<file path="src/design/tpu_pkg.sv">
// tpu_pkg: shared types and constants for the tracker pattern unpacker
// no dependencies; imported by tpu_decoder, tpu_out_buf and the top level
`timescale 1ns / 1ps
`default_nettype none

package tpu_pkg;

  // field bits of a compressed lead byte
  localparam int unsigned FLD_NOTE  = 0;
  localparam int unsigned FLD_INSTR = 1;
  localparam int unsigned FLD_VOL   = 2;
  localparam int unsigned FLD_FXTYP = 3;
  localparam int unsigned FLD_FXPAR = 4;
  localparam int unsigned LEAD_FLAG = 7;

  localparam logic [4:0] MASK_NO_NOTE    = 5'h1E;
  localparam logic [6:0] NOTE_EMPTY      = 7'd0;
  localparam logic [6:0] NOTE_RAW_LIMIT  = 7'd97;
  localparam logic [6:0] NOTE_RELEASE    = 7'd120;
  localparam logic [7:0] INSTR_NONE      = 8'hFF;
  localparam logic [6:0] VOL_LOW         = 7'h10;
  localparam logic [6:0] VOL_HIGH        = 7'h50;
  localparam logic [7:0] VOL_ABSENT      = 8'h80;
  localparam logic [5:0] CHANNELS_RESET  = 6'd2;

  typedef struct packed {
    logic [6:0] note;
    logic [7:0] instrument;
    logic [7:0] volume;
    logic [4:0] track;
    logic [7:0] line;
  } event_t;

  typedef struct packed {
    logic   valid;
    event_t ev;
  } event_push_t;

endpackage

`default_nettype wire

</file>
<file path="src/design/tpu_decoder.sv">
// tpu_decoder: field collection state, track/line counters and event mapping
// depends on tpu_pkg; one byte is consumed per accepted transaction
`timescale 1ns / 1ps
`default_nettype none

module tpu_decoder
  import tpu_pkg::*;
#(
  parameter int MAX_LINES  = 256,
  parameter int MAX_TRACKS = 32
) (
  input  wire logic        clk,
  input  wire logic        rst_n,
  input  wire logic        cfg_we,
  input  wire logic [5:0]  cfg_wdata,
  input  wire logic        accept,
  input  wire logic [7:0]  data_byte,
  input  wire logic        last_byte,
  output event_push_t      push
);

  localparam int TW = (MAX_TRACKS > 1) ? $clog2(MAX_TRACKS) : 1;
  localparam int LW = (MAX_LINES > 1) ? $clog2(MAX_LINES) : 1;
  localparam logic [6:0]    MAX_T7   = 7'(MAX_TRACKS);
  localparam logic [LW-1:0] LINE_MAX = LW'(MAX_LINES - 1);

  logic [5:0]    chan_r;
  logic [4:0]    mask_r, mask_nxt;
  logic [6:0]    note_r, note_nxt;
  logic [7:0]    instr_r, instr_nxt;
  logic [6:0]    vol_r, vol_nxt;
  logic [TW-1:0] track_r, track_nxt;
  logic [LW-1:0] line_r, line_nxt;
  event_push_t   push_r, push_nxt;

  logic [6:0]    chans;
  logic [6:0]    track_inc;
  logic [6:0]    v7;
  logic [4:0]    mask_step;
  logic [TW+7:0] track_ext;
  logic [LW+7:0] line_ext;

  always_comb begin
    // clamp the track count to 1..MAX_TRACKS
    if (chan_r == 6'd0) begin
      chans = 7'd1;
    end else if ({1'b0, chan_r} > MAX_T7) begin
      chans = MAX_T7;
    end else begin
      chans = {1'b0, chan_r};
    end
  end

  assign v7        = data_byte[6:0];
  assign track_inc = 7'(track_r) + 7'd1;
  assign track_ext = {8'b0, track_r};
  assign line_ext  = {8'b0, line_r};

  always_comb begin
    note_nxt  = note_r;
    instr_nxt = instr_r;
    vol_nxt   = vol_r;
    mask_step = mask_r;
    track_nxt = track_r;
    line_nxt  = line_r;
    push_nxt  = '{valid: 1'b0, ev: push_r.ev};

    if (accept) begin
      if (mask_r == 5'd0) begin
        // lead byte
        note_nxt  = NOTE_EMPTY;
        instr_nxt = INSTR_NONE;
        vol_nxt   = 7'd0;
        if (data_byte[LEAD_FLAG]) begin
          mask_step = data_byte[4:0];
        end else begin
          note_nxt  = v7;
          mask_step = MASK_NO_NOTE;
        end
      end else if (mask_r[FLD_NOTE]) begin
        note_nxt  = v7;
        mask_step[FLD_NOTE] = 1'b0;
      end else if (mask_r[FLD_INSTR]) begin
        instr_nxt = {1'b0, v7};
        mask_step[FLD_INSTR] = 1'b0;
      end else if (mask_r[FLD_VOL]) begin
        vol_nxt   = v7;
        mask_step[FLD_VOL] = 1'b0;
      end else if (mask_r[FLD_FXTYP]) begin
        mask_step[FLD_FXTYP] = 1'b0;
      end else begin
        mask_step[FLD_FXPAR] = 1'b0;
      end

      if (mask_step == 5'd0) begin
        // event complete
        if (note_nxt != NOTE_EMPTY) begin
          push_nxt.valid         = 1'b1;
          push_nxt.ev.note       = (note_nxt >= NOTE_RAW_LIMIT) ? NOTE_RELEASE
                                                                : note_nxt - 7'd1;
          push_nxt.ev.instrument = instr_nxt;
          push_nxt.ev.volume     = (vol_nxt >= VOL_LOW && vol_nxt <= VOL_HIGH)
                                   ? {1'b0, vol_nxt} : VOL_ABSENT;
          push_nxt.ev.track      = track_ext[4:0];
          push_nxt.ev.line       = line_ext[7:0];
        end
        if (track_inc >= chans) begin
          track_nxt = '0;
          if (line_r < LINE_MAX) begin
            line_nxt = line_r + LW'(1);
          end
        end else begin
          track_nxt = track_inc[TW-1:0];
        end
        note_nxt  = NOTE_EMPTY;
        instr_nxt = INSTR_NONE;
        vol_nxt   = 7'd0;
      end

      if (last_byte) begin
        mask_step = 5'd0;
        note_nxt  = NOTE_EMPTY;
        instr_nxt = INSTR_NONE;
        vol_nxt   = 7'd0;
        track_nxt = '0;
        line_nxt  = '0;
      end
    end
    mask_nxt = mask_step;
  end

  always_ff @(posedge clk) begin
    if (!rst_n) begin
      chan_r       <= CHANNELS_RESET;
      mask_r       <= 5'd0;
      note_r       <= NOTE_EMPTY;
      instr_r      <= INSTR_NONE;
      vol_r        <= 7'd0;
      track_r      <= '0;
      line_r       <= '0;
      push_r.valid <= 1'b0;
    end else begin
      if (cfg_we) begin
        chan_r <= cfg_wdata;
      end
      mask_r       <= mask_nxt;
      note_r       <= note_nxt;
      instr_r      <= instr_nxt;
      vol_r        <= vol_nxt;
      track_r      <= track_nxt;
      line_r       <= line_nxt;
      push_r.valid <= push_nxt.valid;
    end
    push_r.ev <= push_nxt.ev;
  end

  assign push = push_r;

endmodule

`default_nettype wire

</file>
<file path="src/design/tpu_out_buf.sv">
// tpu_out_buf: two-entry result buffer (output register plus skid register)
// depends on tpu_pkg; full flag is built from registers only, so stall does not feed back
`timescale 1ns / 1ps
`default_nettype none

module tpu_out_buf
  import tpu_pkg::*;
(
  input  wire logic        clk,
  input  wire logic        rst_n,
  input  wire event_push_t push,
  output logic             full,
  output logic             out_valid,
  output event_t           out_ev,
  input  wire logic        out_stall
);

  logic   main_v_r, main_v_nxt;
  logic   skid_v_r, skid_v_nxt;
  event_t main_r, main_nxt;
  event_t skid_r, skid_nxt;
  logic   pop;

  assign pop = main_v_r && !out_stall;

  always_comb begin
    main_v_nxt = main_v_r;
    skid_v_nxt = skid_v_r;
    main_nxt   = main_r;
    skid_nxt   = skid_r;
    if (pop) begin
      if (skid_v_r) begin
        main_nxt   = skid_r;
        skid_v_nxt = push.valid;
        skid_nxt   = push.ev;
      end else begin
        main_v_nxt = push.valid;
        main_nxt   = push.ev;
      end
    end else if (push.valid) begin
      if (!main_v_r) begin
        main_v_nxt = 1'b1;
        main_nxt   = push.ev;
      end else begin
        skid_v_nxt = 1'b1;
        skid_nxt   = push.ev;
      end
    end
  end

  always_ff @(posedge clk) begin
    if (!rst_n) begin
      main_v_r <= 1'b0;
      skid_v_r <= 1'b0;
    end else begin
      main_v_r <= main_v_nxt;
      skid_v_r <= skid_v_nxt;
    end
  end

  always_ff @(posedge clk) begin
    main_r <= main_nxt;
    skid_r <= skid_nxt;
  end

  // one slot must stay free for the event of a transaction in the decoder
  assign full      = skid_v_r || (main_v_r && push.valid);
  assign out_valid = main_v_r;
  assign out_ev    = main_r;

endmodule

`default_nettype wire

</file>
<file path="src/design/tracker_pattern_unpacker_unit.sv">
// tracker_pattern_unpacker_unit: top level of the packed pattern byte unpacker
// depends on tpu_pkg, tpu_decoder and tpu_out_buf
//
//   channel   direction   ports
//   in_       sink        in_valid, in_stall, in_data_byte, in_last_byte
//   out_      source      out_valid, out_stall, out_note .. out_line
//   cfg_      sink        cfg_we, cfg_wdata (channel_count)
//
// one byte per cycle while in_stall is low; the decoder state update is the only loop
// an accepted closing byte's event is registered in the decoder, then in the result buffer, before out_
// the result buffer holds two events; in_stall rises while a byte waits and the buffer signals full
// synchronous reset returns the counters to zero and channel_count to 2
`timescale 1ns / 1ps
`default_nettype none

module tracker_pattern_unpacker_unit
  import tpu_pkg::*;
#(
  parameter int MAX_LINES  = 256,
  parameter int MAX_TRACKS = 32
) (
  input  wire logic       clk,
  input  wire logic       rst_n,
  input  wire logic       cfg_we,
  input  wire logic [5:0] cfg_wdata,
  input  wire logic       in_valid,
  output logic            in_stall,
  input  wire logic [7:0] in_data_byte,
  input  wire logic       in_last_byte,
  output logic            out_valid,
  input  wire logic       out_stall,
  output logic [6:0]      out_note,
  output logic [7:0]      out_instrument,
  output logic [7:0]      out_volume,
  output logic [4:0]      out_track,
  output logic [7:0]      out_line
);

  logic        in_valid_r;
  logic [7:0]  data_r;
  logic        last_r;
  logic        buf_full;
  logic        dec_accept;
  event_push_t push;
  event_t      out_ev;

  // input register; the decoder consumes it whenever the buffer does not signal full
  assign in_stall   = in_valid_r && buf_full;
  assign dec_accept = in_valid_r && !buf_full;

  always_ff @(posedge clk) begin
    if (!rst_n) begin
      in_valid_r <= 1'b0;
    end else if (!in_stall) begin
      in_valid_r <= in_valid;
    end
  end

  always_ff @(posedge clk) begin
    if (!in_stall) begin
      data_r <= in_data_byte;
      last_r <= in_last_byte;
    end
  end

  tpu_decoder #(
    .MAX_LINES  (MAX_LINES),
    .MAX_TRACKS (MAX_TRACKS)
  ) u_decoder (
    .clk       (clk),
    .rst_n     (rst_n),
    .cfg_we    (cfg_we),
    .cfg_wdata (cfg_wdata),
    .accept    (dec_accept),
    .data_byte (data_r),
    .last_byte (last_r),
    .push      (push)
  );

  tpu_out_buf u_out_buf (
    .clk       (clk),
    .rst_n     (rst_n),
    .push      (push),
    .full      (buf_full),
    .out_valid (out_valid),
    .out_ev    (out_ev),
    .out_stall (out_stall)
  );

  assign out_note       = out_ev.note;
  assign out_instrument = out_ev.instrument;
  assign out_volume     = out_ev.volume;
  assign out_track      = out_ev.track;
  assign out_line       = out_ev.line;

endmodule

`default_nettype wire
</file>
<file path="config.mk">
export PLATFORM = sky130hd
export DESIGN_NAME = tracker_pattern_unpacker_unit
export DESIGN_NICKNAME = d
export VERILOG_FILES = /design/src/design/tpu_pkg.sv /design/src/design/tpu_decoder.sv /design/src/design/tpu_out_buf.sv /design/src/design/tracker_pattern_unpacker_unit.sv
export SDC_FILE = /design/constraint.sdc
export NUM_CORES = 1
export LEC_CHECK = 0
export BUFFER_PORTS_ARGS = -buffer_cell sky130_fd_sc_hd__buf_2
export CAP_MARGIN = 20
export CELL_PAD_IN_SITES_DETAIL_PLACEMENT = 0
export CELL_PAD_IN_SITES_GLOBAL_PLACEMENT = 1
export CORE_AREA = 5 5 174 176
export DETAILED_ROUTE_END_ITERATION = 7
export DIE_AREA = 0 0 179 181
export PLACE_DENSITY_LB_ADDON = 0.1
export RECOVER_POWER = 25
export SLEW_MARGIN = 10
export SYNTH_ARGS = -nofsm -noshare
export SYNTH_HDL_FRONTEND = slang
export SYNTH_SLANG_ARGS = --single-unit
</file>
<file path="constraint.sdc">
create_clock -name clk -period 8.12 [get_ports clk]
set_input_delay 0.406 -clock clk [delete_from_list [all_inputs] [get_ports clk]]
set_output_delay 0.406 -clock clk [all_outputs]
set_load 0.02 [all_outputs]
</file>
==> impl_metrics.csv <==
group,metric,value,unit
worst_setup_path,crit_type,"reg2reg",
cells_and_area,final_common_cell,"edfxtp_1",
worst_setup_path,cpMaxStageDelayCell,"o21ba_2",
drt,dr_wl_met2,6457,um
yosys,ys_seq_elements,167,
worst_setup_path,cp.depth,4,
place,hpwl,10360,um
yosys,synth_area_per_cell,13.11,um^2
clocking,cts_num_sinks,167,
drt,wl_met1,8062,um
cells_and_area,drive_gt1_share,20.70,%
drt,wl_per_cell,15.38,um
yosys,ys_seq_area_share,64.59,%
run,drv_cap,1,
yosys,synthArstFlopShare,0,%
timing,setup_viol,0,
drt,final_antenna_net_count,0,
drt,drc,0,
worst_setup_path,end_kind,"flip-flop",
floorplanning,rows,62,
floorplanning,ios,58,
clocking,root_buffer,"clkbuf_16",
global_route,grt_pass1_wl,24580,um
global_route,grt_usage,9.591,%
power_and_ir_drop,power.leakage,2.855,nW
cells_and_area,fin_util,29.02,%
worst_setup_path,critPathMaxStageDelay,0.95,ns
place,placed_cell_area,7702,um^2
floorplanning,start_util,24.55,%
timing,slew_viol_final,41,
place,place_inst,956,
clocking,clk_latency,0.42,ns
global_route,grt_max_degree,41,
global_route,grt-ovfl-total,0,
drt,top_layer,"met4",
cells_and_area,final_cells,988,
worst_setup_path,regToRegEndpoint,"u_decoder.push[14]",
drt,drt_iter0_drc,227,
worst_setup_path,critPathTopFamily,"simple AND/OR/NAND/NOR gates",
timing,setup-tns-final,0,ns
drt,vias,4200,
worst_setup_path,critPathLaunch,"u_out_buf.out_valid",
worst_setup_path,regToRegSetupSlack,4.72,ns
hold_path,holdPathStages,1,
timing,clock_skew,0.01123,ns
timing,fmax,0.2940,GHz
yosys,yosys_warnings,0,
floorplanning,die_height,181,um
clocking,cts_resized,0,
cells_and_area,final_area,8262,um^2
timing,hold_violations,0,
yosys,syn-num-nets,564,
worst_setup_path,path_buf_inv,0,
place,numPortBuffers,57,
hold_path,worstHoldEndpoint,"data_r[1]",
clocking,clk_path_buf_depth,2,
worst_setup_path,crit_chain,"a21oi_1, nand2_1, or4b_4, o21ba_2",
worst_setup_path,cp.required,8.16,ns
place,place.gp.congestion,0.7636,
cells_and_area,layout_common_cells,"117 x edfxtp_1, 51 x nand2_1, 50 x dfxtp_1, 42 x buf_2, 36 x mux2_2",
worst_setup_path,reg2reg_from,"u_out_buf.out_valid",
floorplanning,die-area,32400,um^2
clocking,h-tree-depth,4,
timing,max_slew_margin,-11.70,%
power_and_ir_drop,vdd_ir_drop_max,0.1068,mV
yosys,synth_flop_cell,"edfxtp_1",
yosys,synth_cell_types,55,
power_and_ir_drop,p_per_area,225.1,nW/um^2
outcome,violations,"max-capacitance violations, max-slew violations",
drt,wirelength,15200,um
hold_path,hold_start,"in_data_byte[1]",
yosys,postSynthCellCount,533,
drt,wl_met3,566,um
yosys,synth_area,6989,um^2
cells_and_area,area_growth,18.21,%
worst_setup_path,critPathMaxFanout,37,
timing,rsz0062_at_grt,"false",
worst_setup_path,r2r_cells,4,
drt,drtPass1Iterations,5,
timing,max_slew.worst_pin.slew,1.676,ns
yosys,synth_edf_count,117,
drt,via_per_inst,4.251,
clocking,tritoncts,"yes",
floorplanning,die_w,179,um
outcome,status,"finished with violations",
clocking,postCtsHoldBufs,0,
cells_and_area,num_antenna_cells,0,
timing,fin_crit_sh,41.88,%
global_route,grt_pass1_vias,4290,
floorplanning,core,28470,um^2
worst_setup_path,start_kind,"flip-flop",
timing,fin_crit,3.401,ns
cells_and_area,nNetsFinal,622,
clocking,post_cts_buffers,0,
hold_path,hp-class,"in2reg",
clocking,cts_made_buffers,17,
global_route,antenna_found_initial,0,
clocking,clkSlewWorstSetupHoldPaths,0.08,ns
worst_setup_path,arrival,3.44,ns
==> logic make-up after synthesis <==
kind of cell | share of synthesized area, %
buf+inv | 1.933
xor+xnor | 0.7519
flops | 64.59
fa+ha+maj | 1.969
mux | 9.524
compound gates | 8.790
simple gates | 12.44
==> worst register-to-register path: cells and delay by family (launching register included) <==
family / cells / cell delay, ns
simple gates: 2 / 1.37
compound gates: 2 / 1.29
flops: 1 / 0.35
==> power by group <==
| group | switching [W] | internal [W] | total [W] |
|---|---|---|---|
| Clock | 0.000384 | 0.000411 | 0.000795 |
| Sequential | 0.0000167 | 0.000927 | 0.000944 |
| Combinational | 0.0000771 | 0.0000432 | 0.000120 |
==> metrics by stage <==
| stage | setup slack [ns] | total power (W) | hold WS (ns) |
|---|---|---|---|
| 2_1_floorplan | 5.239 | 0.001043 | 0.4204 |
| 3_3_place_gp | 4.671 | 0.001085 | 0.4417 |
| 3_5_place_dp | 4.615 | 0.001086 | 0.4348 |
| 4_1_cts | 4.594 | 0.001896 | 0.1327 |
| 5_1_grt | 4.490 | 0.001943 | 0.1302 |
| 6_report | 4.719 | 0.001859 | 0.1526 |
==> cell usage after synthesis (all sizes together) (3+ instances only) <==
cell / number / area [um^2]
nand4: 4 / 25.02
nor2: 23 / 86.33
inv: 8 / 30.03
a22oi: 17 / 127.6
edfxtp: 117 / 3513
buf: 7 / 45.04
nand2: 51 / 191.4
mux2i: 26 / 260.3
nor2b: 21 / 131.4
o21ai: 29 / 145.1
ha: 11 / 137.6
and2: 13 / 81.33
a21oi: 10 / 50.05
and3: 3 / 18.77
a21boi: 6 / 45.04
nor3: 8 / 45.04
dfxtp: 50 / 1001
a211oi: 6 / 57.56
xnor2: 4 / 35.03
nand3: 15 / 75.07
or4: 3 / 22.52
nor4: 5 / 46.29
a22o: 3 / 26.28
mux2: 36 / 405.4
nand2b: 9 / 56.30
clkbuf: 16 / 60.06
a31o: 3 / 26.28
==> routing by layer <==
metal  up-vias  GRT usage (%)
met5         -              0
met4         0          2.763
met3         4          2.362
met2        78          13.47
met1      2014          14.52
li1       2104              -
==> worst max-delay path by stage <==
stage / to / slack, ns
global placement: u_decoder.push[10] / 4.67
CTS: u_decoder.push[14] / 4.59
global route: u_decoder.push[6] / 4.49
finish: u_decoder.push[14] / 4.72
floorplan: u_out_buf.out_ev[0] / 5.24
detailed placement: u_decoder.push[11] / 4.62
==> layout make-up <==
cell class / count / area, um^2
Sequential cell: 167 / 4514
Timing Repair Buffer: 62 / 304.0
Clock buffer: 17 / 425.4
Fill cell: 2935 / 20210
Tap cell: 384 / 480.5
Clock inverter: 15 / 152.6
Multi-Input combinational cell: 335 / 2355
Inverter: 8 / 30.03
==> state kept, by name (all words and copies together), names as in the netlist <==
register	cells
data_r	8
u_out_buf.out_valid	1
u_out_buf.skid_r	36
u_decoder.track_r	5
u_decoder.push	37
u_decoder.line_r	8
u_decoder.note_r	7
u_decoder.mask_r	5
u_decoder.instr_r	8
u_out_buf.skid_v_r	1
u_decoder.chan_r	6
u_out_buf.out_ev	36
last_r	1
in_valid_r	1
u_decoder.vol_r	7
Power figures use the tool's default switching activity.
